<file path="src/rtl/core/fpti_pkg.sv">
// ---------------------------------------------------------------------------
// fpti_pkg
// Shared types and constants for the pressure-to-flow table interpolator:
// table geometry, datapath widths, status and opcode codes, sequencer states
// and the control/status bundles of the serial divider.
// ---------------------------------------------------------------------------
package fpti_pkg;

    // Table geometry
    localparam int TABLE_DEPTH = 64;
    localparam int IDX_W       = $clog2(TABLE_DEPTH);
    localparam int CNT_W       = $clog2(TABLE_DEPTH + 1);
    localparam int CFG_W       = 7;

    // Field widths
    localparam int BP_W     = 24;
    localparam int CODE_W   = 8;
    localparam int FLOW_W   = 20;
    localparam int SEG_W    = 6;
    localparam int STATUS_W = 2;
    localparam int RAM_W    = BP_W + CODE_W;

    // Stream words
    localparam int S_TDATA_W = 64;
    localparam int M_TDATA_W = 32;
    localparam int S_USED_W  = IDX_W + BP_W + CODE_W + BP_W;
    localparam int M_USED_W  = FLOW_W + SEG_W + STATUS_W;

    // Arithmetic widths
    localparam int FCODE_W = CODE_W + 1;        // flow code minus offset, signed
    localparam int DIFF_W  = BP_W + 1;          // breakpoint differences, signed
    localparam int PROD_W  = FCODE_W + DIFF_W;  // product of the two
    localparam int NUM_W   = PROD_W + 12;       // sum of products times 800
    localparam int DEN_SW  = DIFF_W + 2;        // 3 * d, signed
    localparam int DEN_W   = DEN_SW - 1;        // magnitude of 3 * d
    localparam int QUO_W   = FLOW_W;            // quotient bits produced
    localparam int QCNT_W  = $clog2(QUO_W);

    // Flow byte offset in l/min
    localparam int FLOW_OFFSET = 100;

    // Saturation limits of the flow result
    localparam logic [FLOW_W-1:0] FLOW_MAX = {1'b0, {(FLOW_W-1){1'b1}}};
    localparam logic [FLOW_W-1:0] FLOW_MIN = {1'b1, {(FLOW_W-1){1'b0}}};

    typedef enum logic {
        OP_LOOKUP = 1'b0,
        OP_LOAD   = 1'b1
    } opcode_t;

    typedef enum logic [STATUS_W-1:0] {
        ST_OK         = 2'd0,
        ST_ZERO_WIDTH = 2'd1,
        ST_SAT        = 2'd2
    } status_t;

    typedef enum logic [3:0] {
        S_IDLE,
        S_CHECK,
        S_CMP,
        S_RD0,
        S_RD1,
        S_MUL,
        S_SCALE,
        S_START,
        S_DIV,
        S_DONE
    } state_t;

    typedef struct packed {
        logic start;
    } div_ctrl_t;

    typedef struct packed {
        logic busy;
        logic done;
        logic overflow;
    } div_stat_t;

endpackage

</file>
<file path="src/rtl/core/fpti_ram.sv">
// ---------------------------------------------------------------------------
// fpti_ram
// Generic single-write, single-read RAM with a registered read port.
// ---------------------------------------------------------------------------
module fpti_ram #(
    parameter int WIDTH = 32,
    parameter int DEPTH = 64
) (
    input  logic                     aclk,
    input  logic                     we,
    input  logic [$clog2(DEPTH)-1:0] waddr,
    input  logic [WIDTH-1:0]         wdata,
    input  logic [$clog2(DEPTH)-1:0] raddr,
    output logic [WIDTH-1:0]         rdata
);

    logic [WIDTH-1:0] mem [DEPTH];
    logic [WIDTH-1:0] rdata_reg;

    // Write port and registered read
    always_ff @(posedge aclk) begin
        if (we) begin
            mem[waddr] <= wdata;
        end
        rdata_reg <= mem[raddr];
    end

    assign rdata = rdata_reg;

endmodule

</file>
<file path="src/rtl/core/fpti_div.sv">
// ---------------------------------------------------------------------------
// fpti_div
// Serial restoring divider on magnitudes. Flags a quotient that does not fit
// in QUO_W bits up front, otherwise develops one quotient bit per cycle.
// ---------------------------------------------------------------------------
module fpti_div
    import fpti_pkg::*;
(
    input  logic             aclk,
    input  logic             aresetn,
    input  div_ctrl_t        ctrl,
    input  logic [NUM_W-1:0] num_mag,
    input  logic [DEN_W-1:0] den_mag,
    output div_stat_t        stat,
    output logic [QUO_W-1:0] quotient
);

    logic              busy_reg, busy_next;
    logic              done_reg, done_next;
    logic              ovf_reg, ovf_next;
    logic [QCNT_W-1:0] cnt_reg, cnt_next;
    logic [NUM_W-1:0]  rem_reg, rem_next;
    logic [NUM_W-1:0]  dvs_reg, dvs_next;
    logic [QUO_W-1:0]  quo_reg, quo_next;
    logic [NUM_W:0]    trial;

    // Trial subtraction of the shifted divisor
    assign trial = {1'b0, rem_reg} - {1'b0, dvs_reg};

    always_comb begin
        busy_next = busy_reg;
        done_next = 1'b0;
        ovf_next  = ovf_reg;
        cnt_next  = cnt_reg;
        rem_next  = rem_reg;
        dvs_next  = dvs_reg;
        quo_next  = quo_reg;
        if (ctrl.start) begin
            // Load operands, check the quotient range
            rem_next  = num_mag;
            dvs_next  = NUM_W'(den_mag) << (QUO_W - 1);
            quo_next  = '0;
            cnt_next  = QCNT_W'(QUO_W - 1);
            ovf_next  = num_mag >= (NUM_W'(den_mag) << QUO_W);
            busy_next = !ovf_next;
            done_next = ovf_next;
        end else if (busy_reg) begin
            // One quotient bit per cycle
            if (!trial[NUM_W]) begin
                rem_next = trial[NUM_W-1:0];
            end
            quo_next = {quo_reg[QUO_W-2:0], !trial[NUM_W]};
            dvs_next = dvs_reg >> 1;
            if (cnt_reg == '0) begin
                busy_next = 1'b0;
                done_next = 1'b1;
            end else begin
                cnt_next = cnt_reg - QCNT_W'(1);
            end
        end
    end

    always_ff @(posedge aclk) begin
        if (!aresetn) begin
            busy_reg <= 1'b0;
            done_reg <= 1'b0;
        end else begin
            busy_reg <= busy_next;
            done_reg <= done_next;
        end
    end

    always_ff @(posedge aclk) begin
        ovf_reg <= ovf_next;
        cnt_reg <= cnt_next;
        rem_reg <= rem_next;
        dvs_reg <= dvs_next;
        quo_reg <= quo_next;
    end

    assign stat.busy     = busy_reg;
    assign stat.done     = done_reg;
    assign stat.overflow = ovf_reg;
    assign quotient      = quo_reg;

    // The divider never reports done while still iterating
    a_done_not_busy: assert property (@(posedge aclk) disable iff (!aresetn)
        done_reg |-> !busy_reg)
        else $error("divider done while busy");

    // A start is only issued to an idle divider
    a_start_idle: assert property (@(posedge aclk) disable iff (!aresetn)
        ctrl.start |-> !busy_reg)
        else $error("divider started while busy");

    // In range, the remainder stays below twice the current divisor
    a_rem_bound: assert property (@(posedge aclk) disable iff (!aresetn)
        busy_reg |-> ({1'b0, rem_reg} < {dvs_reg, 1'b0}))
        else $error("divider remainder out of range");

endmodule

</file>
<file path="src/rtl/core/flow_from_pressure_table_interp_top.sv">
// ---------------------------------------------------------------------------
// flow_from_pressure_table_interp_top
// Pressure-to-flow conversion by piecewise-linear calibration table lookup.
//
//   Channel   Dir  Handshake          Contents
//   s_*       in   s_tvalid/s_tready  s_tuser = opcode (1 = load, 0 = lookup),
//                                     s_tdata = entry and query fields
//   m_*       out  m_tvalid/m_tready  m_tdata = flow_rate, segment_index, status
//   cfg_*     in   cfg_we             cfg_wdata = entries_used
//
// Load words can stream back to back. A lookup runs a binary search over the
// active entries (at most 6 steps for 64 entries), each search step waiting
// on the registered table read, then runs the 20-step serial divider. A
// zero-width segment skips the divider; a quotient out of range is flagged
// when the divide starts and ends it without iterating. s_tready is high only
// while the sequencer is idle.
// Reset is synchronous, active low; the table is not cleared and must be
// loaded before lookups. A result still waiting on m_tready when the next one
// is ready holds the sequencer in its final state and blocks further input.
// ---------------------------------------------------------------------------
module flow_from_pressure_table_interp_top
    import fpti_pkg::*;
(
    input  logic                 aclk,
    input  logic                 aresetn,
    // Configuration: entries_used
    input  logic                 cfg_we,
    input  logic [CFG_W-1:0]     cfg_wdata,
    // Input stream
    input  logic                 s_tvalid,
    output logic                 s_tready,
    // [5:0] entry_index, [29:6] entry_pressure, [37:30] entry_flow_code,
    // [61:38] query_pressure, [63:62] zero
    input  logic [S_TDATA_W-1:0] s_tdata,
    // [0] opcode
    input  logic                 s_tuser,
    // Result stream
    output logic                 m_tvalid,
    input  logic                 m_tready,
    // [19:0] flow_rate, [25:20] segment_index, [27:26] status, [31:28] zero
    output logic [M_TDATA_W-1:0] m_tdata
);

    state_t state_reg, state_next;

    logic [CFG_W-1:0] entries_used_reg;
    logic [CNT_W-1:0] entries_ext;
    logic [CNT_W-1:0] n_active;

    logic [IDX_W-1:0] lo_reg, lo_next;
    logic [IDX_W-1:0] hi_reg, hi_next;
    logic [IDX_W-1:0] mid_reg, mid_next;
    logic [IDX_W-1:0] mid_calc;
    logic [IDX_W-1:0] lo_plus1;
    logic             span_gt1;

    logic signed [BP_W-1:0]    q_reg, q_next;
    logic signed [BP_W-1:0]    b0_reg, b0_next;
    logic [CODE_W-1:0]         c0_reg, c0_next;
    logic signed [FCODE_W-1:0] f0_reg, f0_next;
    logic signed [FCODE_W-1:0] df_reg, df_next;
    logic signed [DIFF_W-1:0]  d_reg, d_next;
    logic signed [DIFF_W-1:0]  qd_reg, qd_next;
    logic signed [PROD_W-1:0]  p0_reg, p0_next;
    logic signed [PROD_W-1:0]  p1_reg, p1_next;
    logic signed [NUM_W-1:0]   num_reg, num_next;
    logic signed [DEN_SW-1:0]  den_reg, den_next;
    logic                      zero_reg, zero_next;
    logic signed [NUM_W-1:0]   sum_w;
    logic signed [DEN_SW-1:0]  d_ext;

    logic [FLOW_W-1:0] res_flow_reg, res_flow_next;
    status_t           res_status_reg, res_status_next;

    logic              m_valid_reg, m_valid_next;
    logic [FLOW_W-1:0] m_flow_reg, m_flow_next;
    logic [SEG_W-1:0]  m_seg_reg, m_seg_next;
    status_t           m_status_reg, m_status_next;

    // Table port
    logic             ram_we;
    logic [IDX_W-1:0] ram_raddr;
    logic [RAM_W-1:0] ram_rdata;
    logic signed [BP_W-1:0] rd_bp;
    logic [CODE_W-1:0]      rd_code;

    // Divider
    div_ctrl_t        div_ctrl;
    div_stat_t        div_stat;
    logic [NUM_W-1:0] num_mag;
    logic [DEN_W-1:0] den_mag;
    logic [QUO_W-1:0] quotient;
    logic             neg;
    logic             sat;
    logic [FLOW_W-1:0] flow_val;

    // Input fields
    logic [IDX_W-1:0]       in_index;
    logic [BP_W-1:0]        in_bp;
    logic [CODE_W-1:0]      in_code;
    logic signed [BP_W-1:0] in_query;
    logic                   s_accept;

    assign in_index = s_tdata[IDX_W-1:0];
    assign in_bp    = s_tdata[IDX_W +: BP_W];
    assign in_code  = s_tdata[IDX_W+BP_W +: CODE_W];
    assign in_query = s_tdata[IDX_W+BP_W+CODE_W +: BP_W];
    assign s_tready = (state_reg == S_IDLE);
    assign s_accept = s_tvalid && s_tready;

    // Clamp the active entry count into [2, TABLE_DEPTH]
    assign entries_ext = CNT_W'(entries_used_reg);
    always_comb begin
        if (entries_ext < CNT_W'(2)) begin
            n_active = CNT_W'(2);
        end else if (entries_ext > CNT_W'(TABLE_DEPTH)) begin
            n_active = CNT_W'(TABLE_DEPTH);
        end else begin
            n_active = entries_ext;
        end
    end

    // Search bracket arithmetic
    assign mid_calc = IDX_W'(({1'b0, lo_reg} + {1'b0, hi_reg}) >> 1);
    assign lo_plus1 = lo_reg + IDX_W'(1);
    assign span_gt1 = (hi_reg - lo_reg) > IDX_W'(1);

    // Table: breakpoint in the low bits, flow code above
    assign ram_we  = s_accept && (opcode_t'(s_tuser) == OP_LOAD);
    assign rd_bp   = ram_rdata[BP_W-1:0];
    assign rd_code = ram_rdata[BP_W +: CODE_W];

    always_comb begin
        case (state_reg)
            S_CHECK: ram_raddr = span_gt1 ? mid_calc : lo_reg;
            S_RD0:   ram_raddr = lo_plus1;
            default: ram_raddr = lo_reg;
        endcase
    end

    fpti_ram #(
        .WIDTH (RAM_W),
        .DEPTH (TABLE_DEPTH)
    ) u_table (
        .aclk  (aclk),
        .we    (ram_we),
        .waddr (in_index),
        .wdata ({in_code, in_bp}),
        .raddr (ram_raddr),
        .rdata (ram_rdata)
    );

    // Divider operands as magnitudes
    assign num_mag = num_reg[NUM_W-1] ? NUM_W'(-num_reg) : NUM_W'(num_reg);
    assign den_mag = den_reg[DEN_SW-1] ? DEN_W'(-den_reg) : DEN_W'(den_reg);
    assign neg     = num_reg[NUM_W-1] ^ den_reg[DEN_SW-1];

    fpti_div u_div (
        .aclk     (aclk),
        .aresetn  (aresetn),
        .ctrl     (div_ctrl),
        .num_mag  (num_mag),
        .den_mag  (den_mag),
        .stat     (div_stat),
        .quotient (quotient)
    );

    // Sign and saturate the quotient
    assign sat = div_stat.overflow
              || (quotient[QUO_W-1] && (!neg || (|quotient[QUO_W-2:0])));
    always_comb begin
        if (sat) begin
            flow_val = neg ? FLOW_MIN : FLOW_MAX;
        end else if (neg) begin
            flow_val = FLOW_W'(~quotient + QUO_W'(1));
        end else begin
            flow_val = FLOW_W'(quotient);
        end
    end

    // Scale helpers: 800 = 512 + 256 + 32, 3 * d = 2 * d + d
    assign sum_w = NUM_W'(p0_reg) + NUM_W'(p1_reg);
    assign d_ext = DEN_SW'(d_reg);

    // Sequencer: next state and datapath updates
    always_comb begin
        state_next      = state_reg;
        lo_next         = lo_reg;
        hi_next         = hi_reg;
        mid_next        = mid_reg;
        q_next          = q_reg;
        b0_next         = b0_reg;
        c0_next         = c0_reg;
        f0_next         = f0_reg;
        df_next         = df_reg;
        d_next          = d_reg;
        qd_next         = qd_reg;
        p0_next         = p0_reg;
        p1_next         = p1_reg;
        num_next        = num_reg;
        den_next        = den_reg;
        zero_next       = zero_reg;
        res_flow_next   = res_flow_reg;
        res_status_next = res_status_reg;
        m_valid_next    = m_valid_reg;
        m_flow_next     = m_flow_reg;
        m_seg_next      = m_seg_reg;
        m_status_next   = m_status_reg;
        div_ctrl.start  = 1'b0;

        // Drop the result word once taken
        if (m_valid_reg && m_tready) begin
            m_valid_next = 1'b0;
        end

        case (state_reg)
            S_IDLE: begin
                if (s_accept && (opcode_t'(s_tuser) == OP_LOOKUP)) begin
                    q_next     = in_query;
                    lo_next    = '0;
                    hi_next    = IDX_W'(n_active - CNT_W'(1));
                    state_next = S_CHECK;
                end
            end
            S_CHECK: begin
                // Issue the midpoint read, or the segment read when done
                if (span_gt1) begin
                    mid_next   = mid_calc;
                    state_next = S_CMP;
                end else begin
                    state_next = S_RD0;
                end
            end
            S_CMP: begin
                if (q_reg < rd_bp) begin
                    hi_next = mid_reg;
                end else begin
                    lo_next = mid_reg;
                end
                state_next = S_CHECK;
            end
            S_RD0: begin
                // Lower entry of the segment
                b0_next    = rd_bp;
                c0_next    = rd_code;
                f0_next    = $signed({1'b0, rd_code} - FCODE_W'(FLOW_OFFSET));
                qd_next    = DIFF_W'(q_reg) - DIFF_W'(rd_bp);
                state_next = S_RD1;
            end
            S_RD1: begin
                // Upper entry of the segment
                d_next     = DIFF_W'(rd_bp) - DIFF_W'(b0_reg);
                df_next    = $signed({1'b0, rd_code} - {1'b0, c0_reg});
                state_next = S_MUL;
            end
            S_MUL: begin
                p0_next    = PROD_W'(f0_reg) * PROD_W'(d_reg);
                p1_next    = PROD_W'(df_reg) * PROD_W'(qd_reg);
                state_next = S_SCALE;
            end
            S_SCALE: begin
                num_next   = (sum_w <<< 9) + (sum_w <<< 8) + (sum_w <<< 5);
                den_next   = (d_ext <<< 1) + d_ext;
                zero_next  = (d_reg == '0);
                state_next = S_START;
            end
            S_START: begin
                if (zero_reg) begin
                    res_flow_next   = '0;
                    res_status_next = ST_ZERO_WIDTH;
                    state_next      = S_DONE;
                end else begin
                    div_ctrl.start = 1'b1;
                    state_next     = S_DIV;
                end
            end
            S_DIV: begin
                if (div_stat.done) begin
                    res_flow_next   = flow_val;
                    res_status_next = sat ? ST_SAT : ST_OK;
                    state_next      = S_DONE;
                end
            end
            S_DONE: begin
                // Hold until the output register is free
                if (!m_valid_reg || m_tready) begin
                    m_valid_next  = 1'b1;
                    m_flow_next   = res_flow_reg;
                    m_seg_next    = SEG_W'(lo_reg);
                    m_status_next = res_status_reg;
                    state_next    = S_IDLE;
                end
            end
            default: begin
                state_next = S_IDLE;
            end
        endcase
    end

    // Control registers
    always_ff @(posedge aclk) begin
        if (!aresetn) begin
            state_reg        <= S_IDLE;
            m_valid_reg      <= 1'b0;
            entries_used_reg <= CFG_W'(TABLE_DEPTH);
        end else begin
            state_reg   <= state_next;
            m_valid_reg <= m_valid_next;
            if (cfg_we) begin
                entries_used_reg <= cfg_wdata;
            end
        end
    end

    // Datapath registers
    always_ff @(posedge aclk) begin
        lo_reg         <= lo_next;
        hi_reg         <= hi_next;
        mid_reg        <= mid_next;
        q_reg          <= q_next;
        b0_reg         <= b0_next;
        c0_reg         <= c0_next;
        f0_reg         <= f0_next;
        df_reg         <= df_next;
        d_reg          <= d_next;
        qd_reg         <= qd_next;
        p0_reg         <= p0_next;
        p1_reg         <= p1_next;
        num_reg        <= num_next;
        den_reg        <= den_next;
        zero_reg       <= zero_next;
        res_flow_reg   <= res_flow_next;
        res_status_reg <= res_status_next;
        m_flow_reg     <= m_flow_next;
        m_seg_reg      <= m_seg_next;
        m_status_reg   <= m_status_next;
    end

    assign m_tvalid = m_valid_reg;
    assign m_tdata  = {{(M_TDATA_W-M_USED_W){1'b0}}, m_status_reg, m_seg_reg, m_flow_reg};

    // The midpoint stays strictly inside the search bracket
    a_mid_inside: assert property (@(posedge aclk) disable iff (!aresetn)
        (state_reg == S_CMP) |-> ((lo_reg < mid_reg) && (mid_reg < hi_reg)))
        else $error("search midpoint outside bracket");

    // The bracket never collapses during the search
    a_bracket: assert property (@(posedge aclk) disable iff (!aresetn)
        (state_reg == S_CHECK) |-> (lo_reg < hi_reg))
        else $error("search bracket collapsed");

    // Divider completion only while the sequencer waits for it
    a_div_done: assert property (@(posedge aclk) disable iff (!aresetn)
        div_stat.done |-> (state_reg == S_DIV))
        else $error("divider done outside divide state");

    // A saturated result carries one of the two limits
    a_sat_limit: assert property (@(posedge aclk) disable iff (!aresetn)
        (m_valid_reg && (m_status_reg == ST_SAT))
        |-> ((m_flow_reg == FLOW_MAX) || (m_flow_reg == FLOW_MIN)))
        else $error("saturated flow not at a limit");

    // A zero-width segment yields zero flow
    a_zero_flow: assert property (@(posedge aclk) disable iff (!aresetn)
        (m_valid_reg && (m_status_reg == ST_ZERO_WIDTH)) |-> (m_flow_reg == '0))
        else $error("zero-width segment with nonzero flow");

endmodule

</file>
<file path="config.mk">
export PLATFORM = sky130hd
export DESIGN_NAME = flow_from_pressure_table_interp_top
export DESIGN_NICKNAME = d
export VERILOG_FILES = /design/src/rtl/core/fpti_pkg.sv /design/src/rtl/core/fpti_ram.sv /design/src/rtl/core/fpti_div.sv /design/src/rtl/core/flow_from_pressure_table_interp_top.sv
export SDC_FILE = /design/constraint.sdc
export NUM_CORES = 2
export LEC_CHECK = 0
export ABC_AREA = 1
export BUFFER_PORTS_ARGS = -buffer_cell sky130_fd_sc_hd__buf_2
export CAP_MARGIN = 20
export CORE_MARGIN = 4
export CORE_UTILIZATION = 50
export CTS_CLUSTER_DIAMETER = 80
export DETAILED_ROUTE_END_ITERATION = 16
export PLACE_DENSITY = 0.65
export SLEW_MARGIN = 40
export SYNTH_ARGS = -nofsm -noshare
export SYNTH_HDL_FRONTEND = slang
export SYNTH_HIERARCHICAL = 1
export SYNTH_SLANG_ARGS = --single-unit
</file>
<file path="constraint.sdc">
create_clock -name aclk -period 6.7 [get_ports aclk]
set_input_delay 0.67 -clock aclk [delete_from_list [all_inputs] [get_ports aclk]]
set_output_delay 0.67 -clock aclk [all_outputs]
set_load 0.01 [all_outputs]
</file>
## Word level (Yosys, flattened, before mapping)

Memories as Yosys holds them, arrays and structs flattened. A register that Yosys moved wholly into a read port is not among the register bits.
Cells that the tools add are included.

| word-level totals | value |
|---|---|
| flip-flop bits (word level) | 465 |
| latch bits | 0 |
| bits in writable memories | 2,048 |
| bits in read-only memories | 0 |
| input bits | 77 |
| logic and storage cells | 150 |
| memories | 1 |

Memory list:

| memory | words | bits a word | read ports | clocked after memory_dff | wr ports | RTL line | RTL |
|---|---|---|---|---|---|---|---|
| u_table.mem | 64 | 32 | 1 | 1 | 1 | fpti_ram.sv:17 | `logic [WIDTH-1:0] mem [DEPTH];` |

| operators by class | value |
|---|---|
| $add $sub $neg | 17 |
| multipliers | 2 |
| div/mod/pow operators | 0 |
| magnitude comparators | 5 |
| equality and inequality tests | 16 |
| shift-type cells | 0 |
| mux-type cells | 46 |
| bitwise operators | 4 |
| reductions and logical operators | 28 |

Operator list:

| kind | count |
|---|---|
| $mux 46 | 4 |
| $mux 20 | 5 |
| $mux 45 | 2 |
| $mul 9x25->34 | 2 |
| $sub 24x24->25 | 2 |
| $sub 46x45->47 | 1 |
| $add 45x40->46 | 1 |
| $ge 46x46->1 | 1 |
| $neg 46->46 | 1 |
| $add 44x43->45 | 1 |
| $mux 6 | 7 |
| $pmux 20 s2 | 1 |
| $pmux 4 s10 | 1 |
| $pmux 6 s2 | 3 |
| $add 34x34->35 | 1 |
| $add 26x25->27 | 1 |
| $mux 26 | 1 |
| $neg 26->26 | 1 |
| $logic_not 25->1 | 1 |
| $lt 24x24->1 | 1 |
| $add 20x1->20 const B | 1 |
| $not 20->20 | 1 |
| $reduce_or 19->1 | 1 |
| $eq 4x3->1 const B | 4 |
| 29 further kinds | 73 |

## Longest topological paths before layout

| depth | value |
|---|---|
| word-level depth | 8 |
| depth in mapped cells | 29 |
| gate-level depth less buffers | 29 |

## Hierarchy

The synthesis kept the hierarchy.

Modules (own cells, without submodules):

| module | times used | cells each | area an instance (sq um) |
|---|---|---|---|
| fpti_ram | 1 | 6,769 | 82,738.1 |
| flow_from_pressure_table_interp_top | 1 | 5,147 | 40,241.1 |
| fpti_div | 1 | 1,374 | 9,162.5 |

## Worst setup path after synthesis

OpenSTA, ideal clock, no wires.

| timing path | value |
|---|---|
| path type | register to register |
| start | register state_reg[1] |
| end | memory u_table.mem[48][0], enable pin |
| setup time | 0.502 ns |
| arrival time | 4.495 ns |
| setup slack | 1.703 ns |
| cell stages (with the launch flop) | 9 |
| buffers on the path | 1 |
| period minus slack after synthesis | 4.997 ns |
| cells stage by stage | dfxtp_1 > nor2_1 > inv_1 > nor2_2 > nand2_1 > nor2_1 > clkbuf_1 > nand4_1 > nor4_1 |

| between the ends | value |
|---|---|
| longest elaborated chain between the ends | 5 |

Ends and longest elaborated chain:

| what | RTL line | RTL |
|---|---|---|
| start: declaration | flow_from_pressure_table_interp_top.sv:44 | `state_t state_reg, state_next;` |
| start signal: assignment | flow_from_pressure_table_interp_top.sv:307 | `state_reg <= state_next;` |
| $logic_not 4->1 | flow_from_pressure_table_interp_top.sv:108 | `assign s_tready = (state_reg == S_IDLE);` |
| named net s_tready | flow_from_pressure_table_interp_top.sv:31 | `output logic s_tready,` |
| $logic_and 1x1->1 | flow_from_pressure_table_interp_top.sv:109 | `assign s_accept = s_tvalid && s_tready;` |
| $logic_and 1x1->1 | flow_from_pressure_table_interp_top.sv:129 | `assign ram_we = s_accept && (opcode_t'(s_tuser) == OP_LOAD);` |
| named net ram_we | flow_from_pressure_table_interp_top.sv:81 | `logic ram_we;` |
| $mux 1 | fpti_ram.sv:22 | `if (we) begin` |
| $mux 1 (not written as such) | fpti_ram.sv:23 | `mem[waddr] <= wdata;` |
| end: declaration | fpti_ram.sv:17 |  |

The timed path passes the listed nets, and every way through them passes these cells.

## Final worst setup path

| timing path | value |
|---|---|
| start | register df_reg[5] |
| end | register p1_reg[23], data pin |

| between the ends | value |
|---|---|
| longest elaborated chain between the ends | 1 |

Ends and longest elaborated chain:

| what | RTL line | RTL |
|---|---|---|
| start: declaration | flow_from_pressure_table_interp_top.sv:61 | `logic signed [FCODE_W-1:0] df_reg, df_next;` |
| start signal: assignment | flow_from_pressure_table_interp_top.sv:324 | `df_reg <= df_next;` |
| $mul 9x25->34 | flow_from_pressure_table_interp_top.sv:258 | `p1_next = PROD_W'(df_reg) * PROD_W'(qd_reg);` |
| end signal: assignment | flow_from_pressure_table_interp_top.sv:328 | `p1_reg <= p1_next;` |
| end: declaration | flow_from_pressure_table_interp_top.sv:65 | `logic signed [PROD_W-1:0] p1_reg, p1_next;` |

Every way passes these cells.
A chain may end at the register's enable or synchronous reset.

==> run_results.csv <==
group,metric,value,unit
outcome,status,"finished, final reports clean",
timing,finalSetupTns,0,ns
finish,area_growth_syn_to_layout,10.73,%
synth,syn_inst,13290,
critical_path,r2r_slack,0.87,ns
power_and_ir_drop,p_leak,60.19,nW
global_routing,antenna_found_initial,13,
global_routing,track_usage,0.2696,
finish,post-route-util,0.5569,
timing,fmax,0.1716,GHz
routing,wl,373600,µm
timing,hold_viol,0,
timing,setup-violations-final,0,
critical_path,reg2reg_to,"p1_reg[23]$_DFFE_PP_",
die,die_x,522.1,µm
cts,cts_made_buffers,283,
global_routing,grt_pass1_wl,563900,µm
synth,syn_area_per_cell,9.943,µm²
timing,postLayoutSetupSlackWorst,0.8728,ns
finish,finalNetCount,14210,
hold_path,whs_path_depth,3,
power_and_ir_drop,peakVddDrop,350.3,µV
timing,slew_viol_final,0,
die,start_util,0.5029,
critical_path,r2r-start,"df_reg[5]$_DFFE_PP_",
global_routing,first_global_vias,92990,
cts,htreeDepth,5,
job,cap_violations,0,
finish,largest_reg_flops,2048,
placement,gp_congestion,0.9149,
power_and_ir_drop,total_power,52.31,mW
placement,pre_cts_ws,0.8364,ns
die,row_count,188,
placement,place_inst,16550,
cts,insertion_delay,0.88,ns
cts,cts_num_sinks,2537,
cts,postCtsHoldBufs,15,
cts,cts_tree,"yes",
critical_path,startpoint_type,"register",
routing,vias,95550,
routing,firstDrtPassIters,11,
critical_path,crit_type,"register to register",
hold_path,hold_end,"entries_ext[2]$_SDFFE_PN0P_",
routing,wire_per_inst,21.88,µm
timing,worstMarginPinSlew,0.9849,ns
global_routing,grt-ovfl-total,0,
die,core,0.2627,mm²
hold_path,hold_path_class,"input pin to register",
timing,timing.final.crit_period,5.827,ns
timing,layout_worst_path_cycle_share,0.8697,
critical_path,reg2reg_depth,18,
critical_path,required,7.27,ns
power_and_ir_drop,power_density,357.5,mW/mm²
routing,detail-route-antenna-nets,0,
synth,netlist_area,0.1321,mm²
hold_path,hp-start,"cfg_wdata[2]",
cts,cts.clk_slew.worst_paths,0.06,ns
placement,io_buffers,104,
global_routing,grt_max_degree,177,
cts,cts_root_buf,"clkbuf_16",
die,dieArea,0.2726,mm²
die,die_h,522.1,µm
critical_path,cp-end-kind,"register",
finish,fin_cells,17070,
timing,rsz0062_at_grt,"no",
critical_path,cp.arrival,6.39,ns
routing,drt_iter0_markers,9316,
cts,clockBufferDepth,4,
placement,dp_hpwl,240400,µm
routing,via_per_inst,5.597,
critical_path,cp_max_fo,18,
finish,drive_gt1_frac,0.06708,
cts,cts_resized,0,
cts,cts_setup_buffers,0,
timing,skew,0.1015,ns
timing,relSlewSlack,0.3434,
routing,drc_errors,0,
synth,ys_warn_count,6,
die,io_pins,111,
==> critical path, stage by stage (launching register included) <==
cell	delay (ns)
edfxtp_1	0.75
buf_4	0.34
nand2_1	0.06
inv_1	0.06
fa_1	0.52
inv_1	0.05
fa_1	0.47
inv_1	0.06
fa_1	0.50
fa_1	0.57
fa_1	0.44
ha_1	0.37
nand2_1	0.10
nor3_1	0.38
nor2_1	0.19
o21ai_0	0.47
a21oi_1	0.13
nand2_1	0.08
nand2_1	0.05
==> stage by stage <==
| stage | instance area, µm² | hold slack, ns |
|---|---|---|
| after global placement | 136700 | 0.4056 |
| after floorplan | 132200 | 0.4003 |
| after CTS | 146200 | 0.02490 |
| final | 146300 | 0.07615 |
| after global routing | 146300 | 0.07971 |
| after detailed placement | 137100 | 0.4054 |
==> final cells by class <==
type,instances,area [µm²]
flip-flops and latches,2537,75280
clock inverters,161,1605
inverters,1351,5112
clock buffers,340,7348
multi-input cells,8821,49580
well taps,3515,4398
diodes,5,12.51
fillers,22550,116400
repair buffers,341,2978
==> where the power goes <==
group          internal (mW)  switching [mW]
clock                   8.74            6.29
combinational           5.61            13.2
sequential              18.1           0.344
==> cell usage in the layout (no fill, tap or decap), types with 61 or more instances in the layout <==
cell type  count
nand2_1     4054
edfxtp_1    2447
nand3_1     2163
inv_1       1331
nor2_1       512
fa_1         399
ha_1         398
a21oi_1      298
clkbuf_16    285
o21ai_0      183
xor2_1       170
buf_4        166
buf_2        104
nand4_1       90
dfxtp_1       90
xnor2_1       81
nor2_4        65
nor3_1        61
==> routing by layer <==
| metal | wire length, µm | track usage |
|---|---|---|
| met5 | 73 | 0 |
| met4 | 14480 | 0.09735 |
| met3 | 27810 | 0.03322 |
| met2 | 178800 | 0.4497 |
| met1 | 152500 | 0.3648 |
==> how the worst max path moves through the flow <==
stage,from,end,slack (ns),cells after the start
4_1_cts,df_reg[7]$_DFFE_PP_,p1_reg[23]$_DFFE_PP_,0.86,16
2_1_floorplan,state_reg[1]$_SDFFE_PN0P_,u_table/mem[48][0]$_DFFE_PP_,1.70,8
3_5_place_dp,df_reg[5]$_DFFE_PP_,p1_reg[23]$_DFFE_PP_,0.84,18
6_report,df_reg[5]$_DFFE_PP_,p1_reg[23]$_DFFE_PP_,0.87,18
3_3_place_gp,df_reg[5]$_DFFE_PP_,p1_reg[23]$_DFFE_PP_,0.86,18
5_1_grt,df_reg[7]$_DFFE_PP_,p1_reg[23]$_DFFE_PP_,0.55,16
Note: power is estimated with default switching activity, not from simulation.
